--- config.mk ---
export PLATFORM = sky130hd
export DESIGN_NAME = mfap_ctrl
export DESIGN_NICKNAME = d
export VERILOG_FILES = /design/src/hdl/message_fifo_with_abort_and_purge_unit_assert.svh /design/src/hdl/mfap_pkg.sv /design/src/hdl/mfap_ctrl.sv
export SDC_FILE = /design/constraint.sdc
export NUM_CORES = 1
export LEC_CHECK = 0
export ABC_AREA = 1
export BUFFER_PORTS_ARGS = -buffer_cell sky130_fd_sc_hd__buf_2
export CAP_MARGIN = 30
export CORE_MARGIN = 1
export CORE_UTILIZATION = 48
export CTS_BUF_LIST = sky130_fd_sc_hd__clkbuf_2 sky130_fd_sc_hd__clkbuf_4 sky130_fd_sc_hd__clkbuf_8
export DETAILED_ROUTE_END_ITERATION = 16
export PLACE_DENSITY = 0.79
export SYNTH_ARGS = -nofsm -noshare
export SYNTH_HDL_FRONTEND = slang
export SYNTH_SLANG_ARGS = --single-unit
export TNS_END_PERCENT = 30
--- constraint.sdc ---
create_clock -name clock -period 1.9 [get_ports clock]
set_clock_uncertainty 0.1 [all_clocks]
set_input_delay 0.19 -clock clock [delete_from_list [all_inputs] [get_ports clock]]
set_output_delay 0.19 -clock clock [all_outputs]
set_load 0.05 [all_outputs]
--- src/hdl/message_fifo_with_abort_and_purge_unit_assert.svh ---
// Assertion macros for the message FIFO with abort and purge.
// Relies on a clock named clock and a synchronous reset named reset in the including module.
`ifndef MESSAGE_FIFO_WITH_ABORT_AND_PURGE_UNIT_ASSERT_SVH
`define MESSAGE_FIFO_WITH_ABORT_AND_PURGE_UNIT_ASSERT_SVH
`ifndef SYNTHESIS
`define MFAP_ASSERT(lbl, prop, msg) \
   lbl: assert property (@(posedge clock) disable iff (reset) prop) else $error(msg);
`define MFAP_ASSERT_NEXT(lbl, ante, cons, msg) \
   lbl: assert property (@(posedge clock) disable iff (reset) ante |=> cons) else $error(msg);
`else
`define MFAP_ASSERT(lbl, prop, msg)
`define MFAP_ASSERT_NEXT(lbl, ante, cons, msg)
`endif
`endif

--- src/hdl/mfap_pkg.sv ---
// Shared types and constants for the message FIFO with abort and purge.
// No dependencies; the controller, datapath and top refer to it by scoped names.
package mfap_pkg;

   localparam int DEPTH_DEFAULT = 64;

   localparam int CSR_ADDR_W = 3;
   localparam int CSR_DATA_W = 32;
   localparam logic [CSR_ADDR_W-3:0] CSR_IDX_FLUSH_CODE = '0;

   typedef enum logic [2:0] {
      CMD_PUT    = 3'd0,
      CMD_GET    = 3'd1,
      CMD_FLUSH  = 3'd2,
      CMD_REMOVE = 3'd3,
      CMD_ABORT  = 3'd4,
      CMD_START  = 3'd5
   } cmd_type;

   typedef enum logic [2:0] {
      ST_OK      = 3'd0,
      ST_EMPTY   = 3'd1,
      ST_ABORTED = 3'd2,
      ST_FULL    = 3'd3,
      ST_PENDING = 3'd4
   } status_type;

   typedef enum logic {
      KIND_ACK     = 1'b0,
      KIND_DELIVER = 1'b1
   } reply_kind_type;

   typedef enum logic [1:0] {
      SRC_NONE  = 2'd0,
      SRC_RAM   = 2'd1,
      SRC_REQ   = 2'd2,
      SRC_FLUSH = 2'd3
   } msg_src_type;

   typedef enum logic [2:0] {
      S_IDLE         = 3'd0,
      S_DECODE       = 3'd1,
      S_GET_READ     = 3'd2,
      S_REMOVE       = 3'd3,
      S_EMIT_ACK     = 3'd4,
      S_EMIT_DELIVER = 3'd5
   } state_type;

   typedef struct packed {
      logic [2:0]         cmd;
      logic [15:0]        msg_code;
      logic signed [31:0] first_arg;
      logic signed [31:0] second_arg;
      logic               wait_if_empty;
   } req_type;

   typedef struct packed {
      logic               reply_kind;
      logic [2:0]         status;
      logic [15:0]        msg_code_out;
      logic signed [31:0] first_arg_out;
      logic signed [31:0] second_arg_out;
      logic [6:0]         queued_count;
      logic               last;
   } rsp_type;

   typedef struct packed {
      logic [15:0] code;
      logic [31:0] first;
      logic [31:0] second;
   } entry_type;

   // controller -> datapath
   typedef struct packed {
      logic           load_req;
      logic           read_head;
      logic           push;
      logic           pop;
      logic           flush;
      logic           rm_start;
      logic           set_abort;
      logic           clr_abort;
      logic           set_wait;
      logic           clr_wait;
      logic           emit;
      reply_kind_type emit_kind;
      status_type     emit_status;
      msg_src_type    emit_src;
      logic           emit_last;
   } dp_cmd_type;

   // datapath -> controller
   typedef struct packed {
      logic [2:0] cmd;
      logic       wait_if_empty;
      logic       aborted;
      logic       waiting;
      logic       empty;
      logic       full;
      logic       rm_busy;
      logic       out_free;
   } dp_status_type;

endpackage

--- src/hdl/mfap_ctrl.sv ---
// Command sequencer of the message FIFO: decodes each transaction and drives the datapath.
// Depends on mfap_pkg.
module mfap_ctrl (
   input  logic                    clock,
   input  logic                    reset,
   input  logic                    req_valid,
   output logic                    req_stall,
   input  mfap_pkg::dp_status_type status,
   output mfap_pkg::dp_cmd_type    cmd
);

   mfap_pkg::state_type   state_ff, state_in;
   mfap_pkg::status_type  ack_status_ff, ack_status_in;
   logic                  ack_ram_ff, ack_ram_in;
   logic                  deliver_ff, deliver_in;
   mfap_pkg::status_type  dlv_status_ff, dlv_status_in;
   mfap_pkg::msg_src_type dlv_src_ff, dlv_src_in;

   assign req_stall = (state_ff != mfap_pkg::S_IDLE);

   // next state
   always_comb begin
      state_in = state_ff;
      case (state_ff)
         mfap_pkg::S_IDLE: begin
            if (req_valid) begin
               state_in = mfap_pkg::S_DECODE;
            end
         end
         mfap_pkg::S_DECODE: begin
            state_in = mfap_pkg::S_EMIT_ACK;
            if (status.cmd == mfap_pkg::CMD_GET && !status.aborted && !status.waiting) begin
               if (!status.empty) begin
                  state_in = mfap_pkg::S_GET_READ;
               end else if (status.wait_if_empty) begin
                  state_in = mfap_pkg::S_IDLE;
               end
            end else if (status.cmd == mfap_pkg::CMD_REMOVE && !status.aborted &&
                         !status.empty) begin
               state_in = mfap_pkg::S_REMOVE;
            end
         end
         mfap_pkg::S_GET_READ: begin
            state_in = mfap_pkg::S_EMIT_ACK;
         end
         mfap_pkg::S_REMOVE: begin
            if (!status.rm_busy) begin
               state_in = mfap_pkg::S_EMIT_ACK;
            end
         end
         mfap_pkg::S_EMIT_ACK: begin
            if (status.out_free) begin
               if (deliver_ff) begin
                  state_in = mfap_pkg::S_EMIT_DELIVER;
               end else begin
                  state_in = mfap_pkg::S_IDLE;
               end
            end
         end
         mfap_pkg::S_EMIT_DELIVER: begin
            if (status.out_free) begin
               state_in = mfap_pkg::S_IDLE;
            end
         end
         default: begin
            state_in = mfap_pkg::S_IDLE;
         end
      endcase
   end

   // outputs and decision registers
   always_comb begin
      cmd           = '0;
      ack_status_in = ack_status_ff;
      ack_ram_in    = ack_ram_ff;
      deliver_in    = deliver_ff;
      dlv_status_in = dlv_status_ff;
      dlv_src_in    = dlv_src_ff;
      case (state_ff)
         mfap_pkg::S_IDLE: begin
            cmd.load_req = req_valid;
         end
         mfap_pkg::S_DECODE: begin
            ack_status_in = mfap_pkg::ST_OK;
            ack_ram_in    = 1'b0;
            deliver_in    = 1'b0;
            dlv_status_in = mfap_pkg::ST_OK;
            dlv_src_in    = mfap_pkg::SRC_NONE;
            case (status.cmd)
               mfap_pkg::CMD_PUT, mfap_pkg::CMD_START: begin
                  if (status.cmd == mfap_pkg::CMD_START) begin
                     cmd.clr_abort = 1'b1;
                  end
                  if (status.cmd == mfap_pkg::CMD_PUT && status.aborted) begin
                     ack_status_in = mfap_pkg::ST_ABORTED;
                  end else if (status.waiting) begin
                     // hand the message straight to the parked get
                     cmd.clr_wait = 1'b1;
                     deliver_in   = 1'b1;
                     if (status.cmd == mfap_pkg::CMD_START) begin
                        dlv_src_in = mfap_pkg::SRC_FLUSH;
                     end else begin
                        dlv_src_in = mfap_pkg::SRC_REQ;
                     end
                  end else if (status.full) begin
                     ack_status_in = mfap_pkg::ST_FULL;
                  end else begin
                     cmd.push = 1'b1;
                  end
               end
               mfap_pkg::CMD_GET: begin
                  if (status.aborted) begin
                     ack_status_in = mfap_pkg::ST_ABORTED;
                  end else if (status.waiting) begin
                     ack_status_in = mfap_pkg::ST_PENDING;
                  end else if (!status.empty) begin
                     cmd.read_head = 1'b1;
                     ack_ram_in    = 1'b1;
                  end else if (status.wait_if_empty) begin
                     cmd.set_wait = 1'b1;
                  end else begin
                     ack_status_in = mfap_pkg::ST_EMPTY;
                  end
               end
               mfap_pkg::CMD_FLUSH: begin
                  cmd.flush = 1'b1;
               end
               mfap_pkg::CMD_REMOVE: begin
                  cmd.rm_start = !status.aborted && !status.empty;
               end
               mfap_pkg::CMD_ABORT: begin
                  cmd.set_abort = 1'b1;
                  if (status.waiting) begin
                     cmd.clr_wait  = 1'b1;
                     deliver_in    = 1'b1;
                     dlv_status_in = mfap_pkg::ST_ABORTED;
                  end
               end
               default: begin
               end
            endcase
         end
         mfap_pkg::S_GET_READ: begin
            cmd.pop = 1'b1;
         end
         mfap_pkg::S_EMIT_ACK: begin
            cmd.emit        = status.out_free;
            cmd.emit_kind   = mfap_pkg::KIND_ACK;
            cmd.emit_status = ack_status_ff;
            cmd.emit_last   = !deliver_ff;
            if (ack_ram_ff) begin
               cmd.emit_src = mfap_pkg::SRC_RAM;
            end else begin
               cmd.emit_src = mfap_pkg::SRC_NONE;
            end
         end
         mfap_pkg::S_EMIT_DELIVER: begin
            cmd.emit        = status.out_free;
            cmd.emit_kind   = mfap_pkg::KIND_DELIVER;
            cmd.emit_status = dlv_status_ff;
            cmd.emit_src    = dlv_src_ff;
            cmd.emit_last   = 1'b1;
         end
         default: begin
         end
      endcase
   end

   always_ff @(posedge clock) begin
      if (reset) begin
         state_ff <= mfap_pkg::S_IDLE;
      end else begin
         state_ff <= state_in;
      end
   end

   always_ff @(posedge clock) begin
      ack_status_ff <= ack_status_in;
      ack_ram_ff    <= ack_ram_in;
      deliver_ff    <= deliver_in;
      dlv_status_ff <= dlv_status_in;
      dlv_src_ff    <= dlv_src_in;
   end

endmodule

==> run_results.csv, run 1 <==
group,metric,value,unit
placed_design,place_congestion,0.765,
logic_synthesis,yosysWarnings,0,
global_routing,grt_pass1_wl,2580,um
clock_tree,cts-root-buf,"clkbuf_4",
clock_tree,worstSkewPairLatency,260,ps
global_routing,grt_usage,24.3,%
placed_design,pre_cts_slack,177,ps
floorplan,rows,13,
final_layout,diodes,0,
clock_tree,clk_pin_slew,70,ps
power,p_per_area,851,nW/um2
logic_synthesis,synth-seq-area-share,41.7,%
global_routing,grt-ovfl-total,0,
sta,setup_violations,0,
critical_path,start_kind,"flip-flop",
floorplan,start_util,53.3,%
outcome,status,"finished, final reports clean",
sta,layout_worst_path_cycle_share,95.5,%
final_layout,final_util,74.7,%
routing,vias,797,
global_routing,grt_max_degree,11,
sta,slew_headroom,81.9,%
routing,drc_errors,0,
logic_synthesis,netlist_area,719,um2
placed_design,placed_area,955,um2
power,p_leak,0.000561,uW
min_path,hp-class,"input pin to flip-flop",
final_layout,mostFrequentLayoutCells,"26 x buf_2, 25 x inv_1, 19 x nand2_1",
final_layout,nets,155,
routing,final_antenna_net_count,0,
final_layout,final_common_cell,"buf_2",
sta,fin_crit,1810,ps
final_layout,area_growth,40.2,%
clock_tree,htree_levels,1,
final_layout,drive_gt1_share,37.6,%
routing,routed_via_density,5.11,
run,maxCapViolCount,0,
clock_tree,cts.sinks,11,
global_routing,antenna_found_initial,0,
sta,rsz0062_at_grt,"no",
clock_tree,cts_tree,"yes",
power,ir_drop,426,uV
placed_design,dp.final_hpwl,1360,um
logic_synthesis,avgSynthCellArea,6.85,um2
final_layout,fill_cells,119,
floorplan,io_pins,32,
critical_path,critPathMaxFanout,7,
logic_synthesis,synth.distinct_cells,17,
sta,drv_slew,0,
global_routing,grt_pass1_vias,670,
routing,totalWireLength,1690,um
critical_path,cp.required,1610,ps
placed_design,portBuffers,31,
sta,finalHoldViolations,0,
critical_path,path_class,"flip-flop to output pin",
clock_tree,cts_setup_buffers,0,
clock_tree,cts_buffers,3,
floorplan,dieArea,1660,um2
critical_path,worstPathArrival,1520,ps
sta,max_freq,551,MHz
clock_tree,cts_buffer_depth,2,
floorplan,core_area,1350,um2
floorplan,die_x,40.7,um
routing,dr.pass1.iters,4,
routing,drt-initial-drc-count,13,
logic_synthesis,synth_nets,118,
logic_synthesis,syn_inst,105,
critical_path,cp-end-kind,"output pin",
logic_synthesis,ys_ff_latch,11,
routing,avgRoutedWirePerCell,10.8,um
floorplan,die_height,40.7,um
final_layout,fin_area,1010,um2
sta,tightest_slew,270,ps
sta,final.setup.worst_slack,86.2,ps
## registers in the layout (all words and copies together) (netlist names)
signal         count
ack_ram_ff         1
dlv_src_ff         2
state_ff           3
deliver_ff         1
ack_status_ff      3
dlv_status_ff      1
## worst paths after layout
kind               startpoint          end  slack (ps)  depth (start not counted)
setup / recovery  state_ff[1]      cmd[12]          90                          5
hold / removal          reset  state_ff[0]           1                          2
setup reg to reg  state_ff[1]  state_ff[0]         520                          6
hold reg to reg   state_ff[0]  state_ff[0]         420                          2
## final cells by class
cell class	count	area, um2	share of cell area, %
timing repair buffer	32	179	17.7
inverter	28	105	10.4
clock buffer	4	30.0	2.98
tap	15	18.8	1.86
multi-input combinational	66	373	37.0
sequential	11	303	30.0
## cells by family after synthesis
| group | count (synthesis) | share of synthesized area (%) |
|---|---|---|
| and+or+nand+nor | 56 | 35.5 |
| buffers and inverters | 28 | 14.6 |
| AOI/OAI and AO/OA | 10 | 8.17 |
| DFF | 11 | 41.7 |
## worst max-delay path, cell delays in order (launching register included)
cell and delay (ps):
dfxtp_2 380, nor3_4 220, inv_2 120, or2_4 280, inv_1 70, buf_4 190
## Yosys cell counts, drive strengths merged
library cell,count,area share (%)
or2,1,1.2
nor3,2,3.0
o21ai,3,2.1
edfxtp,8,33
nand2,20,11
nand4,2,1.7
o22ai,1,0.87
inv,28,15
a22o,2,2.4
dfxtp,3,8.3
nand3,9,6.3
nor4,3,2.6
nor2,19,9.9
a21oi,4,2.8
## routing by layer
layer / track usage (%) / vias up / share of wire, %
li1: - / 409 / -
met4: 10.0 / 0 / 1.8
met1: 25.5 / 351 / 38
met3: 1.63 / 4 / 4.4
met2: 48.4 / 33 / 56
met5: 0 / - / 0
## power breakdown
part | leakage, uW | internal [uW] | switching [uW]
logic | 0.000440 | 95.6 | 269
registers | 0.000102 | 305 | 23.9
clock network | 0.0000184 | 95.2 | 70.0
## timing repair
action | CTS | global route
endpoints found under the setup margin | 5 | 10
hold buffers | 0 | 0
gates resized for setup | 6 | 5
## through the flow
step	total power (uW)	hold slack [ps]	instances	setup TNS [ps]
2_1_floorplan	594	159	105	-679
3_3_place_gp	675	279	152	0
3_5_place_dp	684	277	152	0
4_1_cts	855	4.26	156	0
5_1_grt	912	8.26	156	0
6_report	859	1.28	156	0
(Power assumes the default switching activity.)
==> run 2: changes to the inputs <==
- CORE_MARGIN: 1 -> 4
- HOLD_SLACK_MARGIN: default -> 0.02
==> run 2 against run 1 <==
Fmax shrank 1.2%. Via count shrank 2.0%. Non-clock buffer count grew 1. Critical endpoint unchanged. First-iteration DRC count shrank 23%. Register-to-register slack lost 50 ps. Power grew 1.0%. Flip-flop and latch count is the same. Sequential share of layout area shrank 0.44 points. Critical path type unchanged. Clock power grew 3%. Hold slack gained 130 ps. Global-route usage shrank 5.8 points. Routed wire length grew 6.2%. Largest power group unchanged.
==> run_results.csv, run 2 (synthesis results as in run 1) <==
group,metric,value,unit
sta,layout_worst_path_cycle_share,96.7,%
placed_design,place_congestion,0.794,
power,p_leak,0.000563,uW
routing,drc_errors,0,
placed_design,dp.final_hpwl,1450,um
routing,dr.pass1.iters,4,
sta,max_freq,544,MHz
critical_path,path_class,"flip-flop to output pin",
final_layout,final_util,75.8,%
routing,vias,781,
power,p_per_area,847,nW/um2
clock_tree,cts-root-buf,"clkbuf_4",
floorplan,die_height,46.7,um
floorplan,core_area,1350,um2
clock_tree,worstSkewPairLatency,270,ps
critical_path,start_kind,"flip-flop",
clock_tree,clk_pin_slew,70,ps
power,power,867,uW
clock_tree,cts.sinks,11,
floorplan,dieArea,2180,um2
global_routing,grt-ovfl-total,0,
critical_path,crit_start,"state_ff[1]",
power,ir_drop,438,uV
final_layout,top_regs,"ack_status_ff: 3 flops, state_ff: 3 flops, dlv_src_ff: 2 flops",
placed_design,portBuffers,31,
final_layout,fin_area,1020,um2
clock_tree,cts_setup_buffers,0,
floorplan,start_util,53.3,%
routing,avgRoutedWirePerCell,11.4,um
sta,fin_crit,1840,ps
sta,slew_headroom,79.5,%
final_layout,diodes,0,
placed_design,placed_area,955,um2
global_routing,grt_max_degree,11,
clock_tree,htree_levels,1,
global_routing,antenna_found_initial,0,
routing,final_antenna_net_count,0,
critical_path,cp.required,1610,ps
min_path,hp-class,"input pin to flip-flop",
global_routing,grt_pass1_vias,721,
critical_path,cp-end-kind,"output pin",
global_routing,grt_usage,18.4,%
min_path,hold_start,"status[3]",
run,maxCapViolCount,0,
routing,totalWireLength,1800,um
clock_tree,cts_buffers,3,
final_layout,drive_gt1_share,36.6,%
floorplan,rows,13,
final_layout,final_common_cell,"inv_1",
critical_path,worstPathArrival,1550,ps
clock_tree,cts_buffer_depth,2,
critical_path,r2r-start,"state_ff[1]",
final_layout,nets,156,
floorplan,io_pins,32,
clock_tree,cts_tree,"yes",
sta,tightest_slew,307,ps
routing,drt-initial-drc-count,10,
critical_path,critPathMaxFanout,7,
floorplan,die_x,46.7,um
sta,finalHoldViolations,0,
global_routing,grt_pass1_wl,2770,um
routing,routed_via_density,4.97,
critical_path,r2r_cells,6,
min_path,min_path_cells,2,
sta,setup_violations,0,
sta,drv_slew,0,
final_layout,mostFrequentLayoutCells,"26 x inv_1, 24 x buf_2, 19 x nand2_1",
outcome,status,"finished, final reports clean",
final_layout,area_growth,42.3,%
run 2: cell types whose count changed in the layout (fill, tap and decap cells not counted):
cell           previous run  this run
dlygate4sd3_1             0         1
buf_2                    26        24
clkbuf_4                  4         6
inv_2                     3         2
inv_1                    25        26
run 2: routing by layer:
metal	vias to the layer above	routed length (um)	GRT usage, %
met5	-	0	0
met4	0	77	15.5
met3	7	147	2.73
met2	32	894	32.7
met1	336	677	18.7
li1	406	-	-
run 2: cell type report:
class                           count  area, um2
Clock buffer                        4       30.0
Fill cell                         114        327
Inverter                           28        105
Multi-Input combinational cell     66        373
Sequential cell                    11        303
Tap cell                           15       18.8
Timing Repair Buffer               33        194
run 2: path summary, 6_finish.rpt:
kind                               endpoint  slack, ps
worst max-delay path                cmd[12]         60
worst min-delay path             ack_ram_ff        130
worst max register to register  state_ff[0]        470
worst min register to register  state_ff[0]        440
run 2: critical path: stages, from the launching register on:
cell and delay [ps]:
dfxtp_1 400, nor3_4 240, inv_2 120, or2_4 280
inv_1 60, buf_4 190
run 2: repair_timing:
item	4_1_cts	5_1_grt
hold endpoints to repair	2	0
pin swaps	0	1
hold buffers	1	0
resized for setup	5	7
setup endpoints to repair	5	10
run 2: per-stage QoR:
step           hold slack, ps  worst slack, ps  instances  TNS, ps
2_1_floorplan             159             -188        105     -679
3_3_place_gp              280              274        152        0
3_5_place_dp              276              248        152        0
4_1_cts                   130             4.20        157        0
5_1_grt                   129            -24.0        157    -74.2
6_report                  134             63.4        157        0
run 2: power breakdown:
group | switching [uW] | internal, uW
sequential | 24.8 | 306
clock | 74.3 | 95.4
combinational | 269 | 97.6
